File: src/hw/rtl/rpnse_pkg.sv
// rpnse_pkg: shared types and constants for the RPN stack evaluator.
// No dependencies; used by the channel interfaces and every RTL module.
package rpnse_pkg;

   localparam int DATA_W      = 32;
   localparam int KIND_W      = 3;
   localparam int COUNT_OUT_W = 5;
   localparam int STATUS_W    = 2;

   localparam logic [KIND_W-1:0] KIND_PUSH = 3'd0;
   localparam logic [KIND_W-1:0] KIND_POP  = 3'd1;
   localparam logic [KIND_W-1:0] KIND_SET  = 3'd2;
   localparam logic [KIND_W-1:0] KIND_ADD  = 3'd3;
   localparam logic [KIND_W-1:0] KIND_MUL  = 3'd4;
   localparam logic [KIND_W-1:0] KIND_DIST = 3'd5;

   localparam logic [STATUS_W-1:0] ST_OK    = 2'd0;
   localparam logic [STATUS_W-1:0] ST_UNDER = 2'd1;
   localparam logic [STATUS_W-1:0] ST_OVER  = 2'd2;

   typedef struct packed {
      logic load;    // request accepted: latch it, start the second-entry read
      logic commit;  // execute the latched request and load the response register
   } ctrl_cmd_type;

endpackage

File: src/hw/rtl/rpnse_if.sv
// rpnse_if: valid/ready channel interfaces for requests and responses.
// Depends on rpnse_pkg for field widths.
interface rpnse_req_if;
   logic                                   valid;
   logic                                   ready;
   logic [rpnse_pkg::KIND_W-1:0]           kind;
   logic signed [rpnse_pkg::DATA_W-1:0]    operand;

   modport source (output valid, output kind, output operand, input ready);
   modport sink   (input valid, input kind, input operand, output ready);
endinterface

interface rpnse_rsp_if;
   logic                                   valid;
   logic                                   ready;
   logic signed [rpnse_pkg::DATA_W-1:0]    popped_value;
   logic signed [rpnse_pkg::DATA_W-1:0]    top_value;
   logic                                   is_empty;
   logic [rpnse_pkg::COUNT_OUT_W-1:0]      entry_count;
   logic [rpnse_pkg::STATUS_W-1:0]         status;

   modport source (output valid, output popped_value, output top_value, output is_empty,
                   output entry_count, output status, input ready);
   modport sink   (input valid, input popped_value, input top_value, input is_empty,
                   input entry_count, input status, output ready);
endinterface

File: src/hw/rtl/rpnse_ctrl.sv
// rpnse_ctrl: request sequencing and response-valid control.
// Depends on rpnse_pkg (ctrl_cmd_type).
module rpnse_ctrl (
   input  logic                    clock,
   input  logic                    reset,
   input  logic                    req_valid,
   output logic                    req_ready,
   output logic                    rsp_valid,
   input  logic                    rsp_ready,
   output rpnse_pkg::ctrl_cmd_type cmd
);

   typedef enum logic {
      S_IDLE,
      S_EXEC
   } state_type;

   state_type state_ff;
   logic      rsp_valid_ff;

   assign req_ready  = (state_ff == S_IDLE);
   assign rsp_valid  = rsp_valid_ff;
   assign cmd.load   = req_valid && (state_ff == S_IDLE);
   assign cmd.commit = (state_ff == S_EXEC) && (!rsp_valid_ff || rsp_ready);

   always_ff @(posedge clock) begin
      if (reset) begin
         state_ff     <= S_IDLE;
         rsp_valid_ff <= 1'b0;
      end else begin
         case (state_ff)
            S_IDLE: begin
               if (cmd.load) state_ff <= S_EXEC;
            end
            S_EXEC: begin
               if (cmd.commit) state_ff <= S_IDLE;
            end
            default: state_ff <= S_IDLE;
         endcase
         if (cmd.commit) begin
            rsp_valid_ff <= 1'b1;
         end else if (rsp_ready) begin
            rsp_valid_ff <= 1'b0;
         end
      end
   end

endmodule

File: src/hw/rtl/rpnse_datapath.sv
// rpnse_datapath: top-of-stack register, stack memory, ALU and response register.
// Depends on rpnse_pkg (widths, kind and status codes, ctrl_cmd_type).
module rpnse_datapath #(
   parameter int STACK_DEPTH = 16
) (
   input  logic                                   clock,
   input  logic                                   reset,
   input  rpnse_pkg::ctrl_cmd_type                cmd,
   input  logic [rpnse_pkg::KIND_W-1:0]           req_kind,
   input  logic signed [rpnse_pkg::DATA_W-1:0]    req_operand,
   output logic signed [rpnse_pkg::DATA_W-1:0]    rsp_popped_value,
   output logic signed [rpnse_pkg::DATA_W-1:0]    rsp_top_value,
   output logic                                   rsp_is_empty,
   output logic [rpnse_pkg::COUNT_OUT_W-1:0]      rsp_entry_count,
   output logic [rpnse_pkg::STATUS_W-1:0]         rsp_status
);

   localparam int AW = (STACK_DEPTH > 1) ? $clog2(STACK_DEPTH) : 1;
   localparam int CW = $clog2(STACK_DEPTH + 1);
   localparam int DW = rpnse_pkg::DATA_W;

   // memory holds every entry below the top; the top lives in top_ff
   logic [DW-1:0]                    mem [STACK_DEPTH];
   logic [DW-1:0]                    rdata_ff;
   logic [DW-1:0]                    top_ff, top_in;
   logic [CW-1:0]                    count_ff, count_in;
   logic [rpnse_pkg::KIND_W-1:0]     kind_ff;
   logic [DW-1:0]                    operand_ff;

   logic signed [DW-1:0]             popped_ff, top_out_ff;
   logic                             empty_ff;
   logic [rpnse_pkg::COUNT_OUT_W-1:0] count_out_ff;
   logic [rpnse_pkg::STATUS_W-1:0]   status_ff;

   logic                             has1, has2, full;
   logic [AW-1:0]                    rd_addr, wr_addr;
   logic                             wr_en;
   logic [DW-1:0]                    popped_in, alu_res, diff, prod;
   logic [rpnse_pkg::STATUS_W-1:0]   status_in;

   assign has1    = (count_ff != '0);
   assign has2    = (count_ff >= CW'(2));
   assign full    = (count_ff == CW'(STACK_DEPTH));
   assign rd_addr = has2 ? AW'(count_ff - CW'(2)) : '0;
   assign wr_addr = AW'(count_ff - CW'(1));

   assign diff = top_ff - rdata_ff;
   assign prod = top_ff * rdata_ff;

   always_comb begin
      case (kind_ff)
         rpnse_pkg::KIND_ADD: alu_res = top_ff + rdata_ff;
         rpnse_pkg::KIND_MUL: alu_res = prod;
         default:             alu_res = diff[DW-1] ? (DW'(0) - diff) : diff;
      endcase
   end

   always_comb begin
      count_in  = count_ff;
      top_in    = top_ff;
      popped_in = '0;
      status_in = rpnse_pkg::ST_OK;
      wr_en     = 1'b0;
      case (kind_ff)
         rpnse_pkg::KIND_PUSH: begin
            if (full) begin
               status_in = rpnse_pkg::ST_OVER;
            end else begin
               wr_en    = has1;
               top_in   = operand_ff;
               count_in = count_ff + CW'(1);
            end
         end
         rpnse_pkg::KIND_POP: begin
            if (!has1) begin
               status_in = rpnse_pkg::ST_UNDER;
            end else begin
               popped_in = top_ff;
               top_in    = has2 ? rdata_ff : '0;
               count_in  = count_ff - CW'(1);
            end
         end
         rpnse_pkg::KIND_SET: begin
            if (!has1) status_in = rpnse_pkg::ST_UNDER;
            else       top_in    = operand_ff;
         end
         rpnse_pkg::KIND_ADD, rpnse_pkg::KIND_MUL, rpnse_pkg::KIND_DIST: begin
            if (!has2) begin
               status_in = rpnse_pkg::ST_UNDER;
            end else begin
               top_in   = alu_res;
               count_in = count_ff - CW'(1);
            end
         end
         default: ;
      endcase
   end

   always_ff @(posedge clock) begin
      if (cmd.load) rdata_ff <= mem[rd_addr];
      if (cmd.commit && wr_en) mem[wr_addr] <= top_ff;
   end

   always_ff @(posedge clock) begin
      if (cmd.load) begin
         kind_ff    <= req_kind;
         operand_ff <= req_operand;
      end
      if (cmd.commit) begin
         top_ff       <= top_in;
         popped_ff    <= popped_in;
         top_out_ff   <= (count_in == '0) ? '0 : top_in;
         empty_ff     <= (count_in == '0);
         count_out_ff <= rpnse_pkg::COUNT_OUT_W'(count_in);
         status_ff    <= status_in;
      end
   end

   always_ff @(posedge clock) begin
      if (reset) begin
         count_ff <= '0;
      end else if (cmd.commit) begin
         count_ff <= count_in;
      end
   end

   assign rsp_popped_value = popped_ff;
   assign rsp_top_value    = top_out_ff;
   assign rsp_is_empty     = empty_ff;
   assign rsp_entry_count  = count_out_ff;
   assign rsp_status       = status_ff;

endmodule

File: src/hw/rtl/rpn_stack_evaluator_core.sv
// rpn_stack_evaluator_core: top level of the RPN stack evaluator.
// Depends on rpnse_pkg, rpnse_if, rpnse_ctrl and rpnse_datapath.
//
// Each request (push, pop, set top, add, multiply, absolute difference) yields
// one response with the popped value, new top, empty flag, entry count and
// status. Each request first does a registered read of the second stack entry
// from the single-port stack memory, then computes and commits against the
// top-of-stack register. A new request is taken while the previous
// response is still held; the commit waits only if that response has not yet
// been taken. Stack memory needs no clearing pass after reset.
module rpn_stack_evaluator_core #(
   parameter int STACK_DEPTH = 16
) (
   input  logic        clock,
   input  logic        reset,
   rpnse_req_if.sink   req,
   rpnse_rsp_if.source rsp
);

   rpnse_pkg::ctrl_cmd_type cmd;

   rpnse_ctrl u_ctrl (
      .clock     (clock),
      .reset     (reset),
      .req_valid (req.valid),
      .req_ready (req.ready),
      .rsp_valid (rsp.valid),
      .rsp_ready (rsp.ready),
      .cmd       (cmd)
   );

   rpnse_datapath #(
      .STACK_DEPTH (STACK_DEPTH)
   ) u_datapath (
      .clock            (clock),
      .reset            (reset),
      .cmd              (cmd),
      .req_kind         (req.kind),
      .req_operand      (req.operand),
      .rsp_popped_value (rsp.popped_value),
      .rsp_top_value    (rsp.top_value),
      .rsp_is_empty     (rsp.is_empty),
      .rsp_entry_count  (rsp.entry_count),
      .rsp_status       (rsp.status)
   );

`ifndef SYNTH
   a_one_in_flight: assert property (@(posedge clock) disable iff (reset)
      (req.valid && req.ready) |=> !req.ready)
      else $error("request accepted while another is in flight");

   a_empty_top_zero: assert property (@(posedge clock) disable iff (reset)
      (rsp.valid && rsp.is_empty) |-> (rsp.top_value == '0))
      else $error("empty stack reports nonzero top");

   a_fail_no_pop: assert property (@(posedge clock) disable iff (reset)
      (rsp.valid && (rsp.status != rpnse_pkg::ST_OK)) |-> (rsp.popped_value == '0))
      else $error("failed request reports a popped value");
`endif

endmodule
File: src/flat_wrapper.sv
// flat-port wrapper written by rule: the top's interface ports become plain ports
module rpn_stack_evaluator_core_flat 
#(
   parameter int STACK_DEPTH = 16
)
  (clock, reset, req_valid, req_kind, req_operand, req_ready, rsp_valid, rsp_popped_value, rsp_top_value, rsp_is_empty, rsp_entry_count, rsp_status, rsp_ready);
  rpnse_req_if req_i ();
  rpnse_rsp_if rsp_i ();
  input  logic clock;
  input  logic reset;
  input wire logic [$bits(req_i.valid)-1:0] req_valid;
  input wire logic [$bits(req_i.kind)-1:0] req_kind;
  input wire logic [$bits(req_i.operand)-1:0] req_operand;
  output wire logic [$bits(req_i.ready)-1:0] req_ready;
  output wire logic [$bits(rsp_i.valid)-1:0] rsp_valid;
  output wire logic [$bits(rsp_i.popped_value)-1:0] rsp_popped_value;
  output wire logic [$bits(rsp_i.top_value)-1:0] rsp_top_value;
  output wire logic [$bits(rsp_i.is_empty)-1:0] rsp_is_empty;
  output wire logic [$bits(rsp_i.entry_count)-1:0] rsp_entry_count;
  output wire logic [$bits(rsp_i.status)-1:0] rsp_status;
  input wire logic [$bits(rsp_i.ready)-1:0] rsp_ready;
  assign req_i.valid = req_valid;
  assign req_i.kind = req_kind;
  assign req_i.operand = req_operand;
  assign req_ready = req_i.ready;
  assign rsp_valid = rsp_i.valid;
  assign rsp_popped_value = rsp_i.popped_value;
  assign rsp_top_value = rsp_i.top_value;
  assign rsp_is_empty = rsp_i.is_empty;
  assign rsp_entry_count = rsp_i.entry_count;
  assign rsp_status = rsp_i.status;
  assign rsp_i.ready = rsp_ready;
  rpn_stack_evaluator_core #(.STACK_DEPTH(STACK_DEPTH)) u_core (.clock(clock), .reset(reset), .req(req_i), .rsp(rsp_i));
endmodule
File: config.mk
export PLATFORM = sky130hd
export DESIGN_NAME = rpn_stack_evaluator_core_flat
export DESIGN_NICKNAME = d
export VERILOG_FILES = /design/src/hw/rtl/rpnse_pkg.sv /design/src/hw/rtl/rpnse_if.sv /design/src/hw/rtl/rpnse_ctrl.sv /design/src/hw/rtl/rpnse_datapath.sv /design/src/hw/rtl/rpn_stack_evaluator_core.sv /design/src/flat_wrapper.sv
export SDC_FILE = /design/constraint.sdc
export NUM_CORES = 2
export LEC_CHECK = 0
export ABC_AREA = 1
export BUFFER_PORTS_ARGS = -buffer_cell sky130_fd_sc_hd__buf_2
export CAP_MARGIN = 20
export CELL_PAD_IN_SITES_DETAIL_PLACEMENT = 0
export CELL_PAD_IN_SITES_GLOBAL_PLACEMENT = 1
export CORE_AREA = 2 2 339 341
export CTS_CLUSTER_SIZE = 24
export DETAILED_ROUTE_END_ITERATION = 10
export DIE_AREA = 0 0 341 343
export PLACE_DENSITY = 0.8
export SETUP_SLACK_MARGIN = 0.2
export SLEW_MARGIN = 10
export SYNTH_ARGS = -nofsm -noshare
export SYNTH_HDL_FRONTEND = slang
export SYNTH_HIERARCHICAL = 1
export SYNTH_SLANG_ARGS = --single-unit
export TNS_END_PERCENT = 30
File: constraint.sdc
create_clock -name clock -period 9.95 [get_ports clock]
set_clock_uncertainty 0.2 [all_clocks]
set_input_delay 0.995 -clock clock [delete_from_list [all_inputs] [get_ports clock]]
set_output_delay 0.995 -clock clock [all_outputs]
set_load 0.02 [all_outputs]
* After elaboration in Yosys (flattened, before gate mapping) *
Memories as Yosys holds them, arrays and structs flattened. A register that Yosys moved wholly into a read port is not among the register bits.
Index checks and enable logic that the tools add are counted.

storage, ports and cells
  register bits after elaboration = 146
  RAM bits = 512
  input port bits = 39
  output and inout bits = 74
  logic and storage cells = 65
  memories kept = 1

memories
  memory                 words  bits a word  read ports  clocked after Yosys merged registers in  write ports  line                  RTL
  u_core.u_datapath.mem  16     32           1           1                                        1            rpnse_datapath.sv:23  logic [DW-1:0] mem [STACK_DEPTH];

operators by class
  add/sub/neg operators = 6
  multipliers = 1
  magnitude comparators = 1
  equality and inequality tests = 6
  multiplexer cells = 26
  bitwise logic cells = 1
  reductions and logical operators = 12

operators by type and width
  cell                   number
  $mux 32                6
  $pmux 32 s4            1
  $pmux 32 s2            1
  $add 32x32->32         1
  $mul 32x32->32         1
  $sub 1x32->32 const A  1
  $sub 32x32->32         1
  $mux 5                 3
  $pmux 5 s3             1
  $mux 1                 10
  $eq 3x2->1 const B     2
  $eq 3x3->1 const B     2
  $pmux 2 s3             1
  $add 5x1->5 const B    1
  $eq 5x5->1 const B     1
  $ge 5x2->1 const B     1
  $logic_not 5->1        1
  $reduce_bool 5->1      1
  $sub 5x1->5 const B    1
  $mux 4                 1
  $sub 4x2->4 const B    1
  $eq 3x1->1 const B     1
  $logic_and 1x1->1      3
  $logic_not 3->1        1
  other kinds (9)        9

* Longest topological paths before layout *
  depth after elaboration = 6
  depth in mapped cells = 39
  gate-level depth less buffers = 37

* Cells and area by module *
Netlist, hierarchy kept.

modules (own cells, without submodules)
  module          instances  cells an instance  area each (sq um)  sequential area each (sq um)
  rpnse_datapath  1          5761               50667.3            20609.8
  rpnse_ctrl      1          11                 83.8               40.0

* Least setup slack after synthesis *
OpenSTA, ideal clock, no wires.

  path kind = reg2reg
  start point = register u_core.u_datapath.top_ff[11]
  end point = register u_core.u_datapath.top_out_ff[30] (netlist: u_core/u_datapath/rsp_top_value[30]) (data pin)
  setup time = 0.250 ns
  arrival = 6.931 ns
  required time = 9.500 ns
  setup slack = 2.569 ns
  stages on the path, launching flop included = 30
  buffers on the path = 2
  period minus slack after synthesis = 7.381 ns
  path through = edfxtp_1 > clkbuf_1 > buf_1 > nand2_1 > fa_1 > inv_1 > fa_1 > inv_1 > fa_1 > inv_1 > fa_1 > inv_1 > fa_1 > fa_1 > inv_1 > fa_1 > fa_1 > ha_1 > inv_1 > nor3_1 > inv_1 > o221a_2 > a21oi_1 > o21ai_0 > nor2_1 > nor2_1 > nand2_1 > nand3_1 > nand2_1 > inv_1

on the way
  cells in the longest elaborated chain, start to end = 6
  elaborated cells on any way between the ends = 8
  classes of those cells = add/sub: 3; mul: 1; mux: 4

ends and longest elaborated chain
  element                                 line                   RTL
  start: declaration                      rpnse_datapath.sv:25   logic [DW-1:0] top_ff, top_in;
  start signal: assignment                rpnse_datapath.sv:110  top_ff <= top_in;
  $sub 32x32->32                          rpnse_datapath.sv:47   assign diff = top_ff - rdata_ff;
  $sub 1x32->32                           rpnse_datapath.sv:54   default: alu_res = diff[DW-1] ? (DW'(0) - diff) : diff;
  $mux 32                                 rpnse_datapath.sv:54
  $pmux 32 s2 *                           rpnse_datapath.sv:51   case (kind_ff)
  $mux 32 *                               rpnse_datapath.sv:88   if (!has2) begin
  $pmux 32 s4 *                           rpnse_datapath.sv:64   case (kind_ff)
  named net u_core.u_datapath.top_in[30]  rpnse_datapath.sv:25
  end signal: assignment                  rpnse_datapath.sv:112  top_out_ff <= (count_in == '0) ? '0 : top_in;
  end: declaration                        rpnse_datapath.sv:30   logic signed [DW-1:0] popped_ff, top_out_ff;

The timed path passes the listed nets; every way through them passes the cells marked *.
A chain may end at the register's enable or synchronous reset.

* Final worst setup path *
  start point = register u_core.u_datapath.top_ff[12]
  end point = register u_core.u_datapath.top_out_ff[30] (netlist: u_core/u_datapath/rsp_top_value[30]) (data pin)

The elaborated chain is that of the path after synthesis.

==> results.cfg <==
[clock_network]
post-cts-setup-buffers = 0
cts_sinks = 690
numCtsBuffers = 74
cts-root-buf = clkbuf_16
htreeDepth = 3
hold_buffers = 0
clock_latency_ns = 0.68
tritoncts = built
postCtsResizedCells = 0
clockBufferDepth = 3
clkTransAtPathRegs_ns = 0.07

[worst_hold_path]
min_from = req_operand[17]
whs_path_depth = 1
min_path_type = input pin to flop
hold_end = u_core/u_datapath/operand_ff[17]

[floorplanning]
initial_core_util = 0.4475
coreArea_um2 = 113400
die_y_um = 343
fp.dieW_um = 341
design.portCount = 113
die-area_um2 = 117000
row_count = 124

[detailed_routing]
firstDrtPassIters = 7
drt-total-wl_um = 176000
drcViolationCount = 0
vias_per_cell = 5.548
vias = 40857
ant_nets = 0
avgRoutedWirePerCell_um = 23.89
first_iter_violations = 4675

[final_layout]
area_growth_pct = 9.965
fin_nets = 6437
drive_above_1_share = 0.07779
num-fill-cells = 10613

[timing]
slew_violations = 0
fmax_mhz = 119.4
worst_pin_slew_ns = 1.183
setup_viol = 0
slew_headroom = 0.2114
fin_tns_setup_ns = 0
hold_violations = 0
rsz0062_at_grt = false
fin_crit_sh = 0.8416
final.min_clock_period_ns = 8.374

[grt]
grt_pass1_vias = 39942
grt_max_degree = 166
grt_overflow_total = 0
track_usage = 0.3009
antenna_found_initial = 7
grt_pass1_wl_um = 260500

[status]
outcome = complete, no violations

[critical_path]
rrSetupSlack_ns = 1.58
worstPathRequired_ns = 10.19
r2r_start = u_core/u_datapath/top_ff[12]
cpPeakStageDelay_ns = 1.07
slowest_stage = edfxtp_1
critPathMaxFanout = 21
start_kind = flop
path_class = flop to flop
r2r_cells = 28
endpoint_kind = flop
r2r-end = u_core/u_datapath/rsp_top_value[30]
cp.arrival_ns = 8.61

[yosys]
synth_seq_area_share = 0.4069
synth-edff-count = 683
synthCells = 5772
ys_types = 64
synth_flop_cell = edfxtp_1
netlist_area_um2 = 50750
synth_seq_cells = 690
syn_area_per_cell_um2 = 8.793
synthesis.nets = 6418
ys_warn_count = 6
async_flop_share = 0

[place]
place_congestion = 1.008
detailed_place_hpwl_um = 124000
numPortBuffers = 112

[run]
maxCapViolCount = 0
[state kept, by name, indices dropped and copies added, names as in the netlist, 3 cells and up]
register                            cells
u_core/u_datapath/mem                 512
u_core/u_datapath/operand_ff           32
u_core/u_datapath/rdata_ff             32
u_core/u_datapath/rsp_popped_value     32
u_core/u_datapath/rsp_top_value        32
u_core/u_datapath/top_ff               32
u_core/u_datapath/count_ff              5
u_core/u_datapath/rsp_entry_count       5
u_core/u_datapath/kind_ff               3
[stage by stage]
stage          instances  instance area, um2  setup slack (ns)  utilization  hold WS (ns)
6_report            7364               55810             1.576       0.4921        0.2924
5_1_grt             7361               55800             1.199       0.4920        0.2796
4_1_cts             7359               55750             1.615       0.4916        0.2605
3_5_place_dp        7225               53180             1.631       0.4689        0.3105
3_3_place_gp        7221               53090             1.700       0.4681        0.2957
2_1_floorplan       5772               50750             2.569            -        0.3214
[logic make-up after synthesis]
family / Yosys count / synth area share
buffers and inverters: 1375 / 0.1034
AO/OA/AOI/OAI: 579 / 0.06723
flip-flops: 690 / 0.4069
multiplexers: 19 / 0.003747
AND/OR/NAND/NOR: 2469 / 0.2028
XOR/XNOR: 33 / 0.005695
adder cells (fa/ha/maj): 607 / 0.2103
[layer usage]
| layer | vias up | share of wire | global-route usage |
|---|---|---|---|
| met5 | - | 0.00028 | 0 |
| met4 | 8 | 0.046 | 0.1288 |
| met3 | 338 | 0.10 | 0.06372 |
| met2 | 2041 | 0.44 | 0.4595 |
| met1 | 20055 | 0.41 | 0.4164 |
| li1 | 18415 | - | - |
[worst max-delay path by stage]
stage | slack (ns) | start | cells past startpoint | endpoint
finish | 1.58 | u_core/u_datapath/top_ff[12] | 28 | u_core/u_datapath/rsp_top_value[30]
CTS | 1.62 | u_core/u_datapath/top_ff[12] | 28 | u_core/u_datapath/rsp_top_value[30]
detailed placement | 1.63 | u_core/u_datapath/top_ff[12] | 28 | u_core/u_datapath/rsp_top_value[30]
global route | 1.20 | u_core/u_datapath/top_ff[12] | 29 | u_core/u_datapath/rsp_top_value[30]
floorplan | 2.57 | u_core/u_datapath/top_ff[11] | 29 | u_core/u_datapath/rsp_top_value[30]
global placement | 1.70 | u_core/u_datapath/rdata_ff[10] | 29 | u_core/u_datapath/rsp_top_value[26]
[cells in the mapped netlist, types with 18 or more instances]
cell      instances  share of area
nand2_1        1651           0.12
inv_1          1075          0.080
edfxtp_1        683           0.40
fa_1            410           0.16
nand3_1         303          0.030
nor2_1          285          0.021
clkbuf_1        228          0.017
ha_1            197          0.049
a21oi_1         196          0.019
o21ai_0         161          0.016
nand4_1         127          0.016
a31oi_1          84          0.010
a221oi_1         38         0.0066
buf_2            22         0.0022
buf_1            21         0.0016
o21ai_1          20         0.0020
xor2_1           20         0.0035
mux2i_1          19         0.0037
nand2_2          19         0.0023
inv_2            18         0.0013
nor2_2           18         0.0022
o21bai_1         18         0.0027
[worst max-delay path: cells and delay by family, from the launching register on]
| family | cells | cell delay (ns) |
|---|---|---|
| buf+inv | 9 | 0.89 |
| compound gates | 3 | 0.59 |
| flops | 1 | 1.07 |
| simple gates | 7 | 0.90 |
| fa+ha+maj | 9 | 4.46 |
[cell usage in the layout (no fill, tap or decap), types with 127 or more instances in the layout]
| cell | netlist | final |
|---|---|---|
| edfxtp_1 | 683 | 683 |
| o21ai_0 | 161 | 161 |
| a21oi_1 | 196 | 196 |
| nand3_1 | 303 | 303 |
| fa_1 | 410 | 410 |
| nor2_1 | 285 | 264 |
| nand2_1 | 1651 | 1650 |
| ha_1 | 197 | 196 |
| nand4_1 | 127 | 127 |
| inv_1 | 1075 | 1074 |
[area by class of cell]
class                   instances  area (um2)  share of cell area
repair buffers                223        1528             0.02737
diodes                          3       7.507           0.0001345
well taps                    1512        1892             0.03390
flip-flops and latches        690       20650              0.3700
inverters                    1095        4124             0.07389
clock buffers                  83        1886             0.03379
multi-input cells            3707       25040              0.4486
clock inverters                51       686.9             0.01231
Power is left out: the tool's default activity adds up to more than one toggle a clock period on the data nets, which glitch-free logic cannot reach.
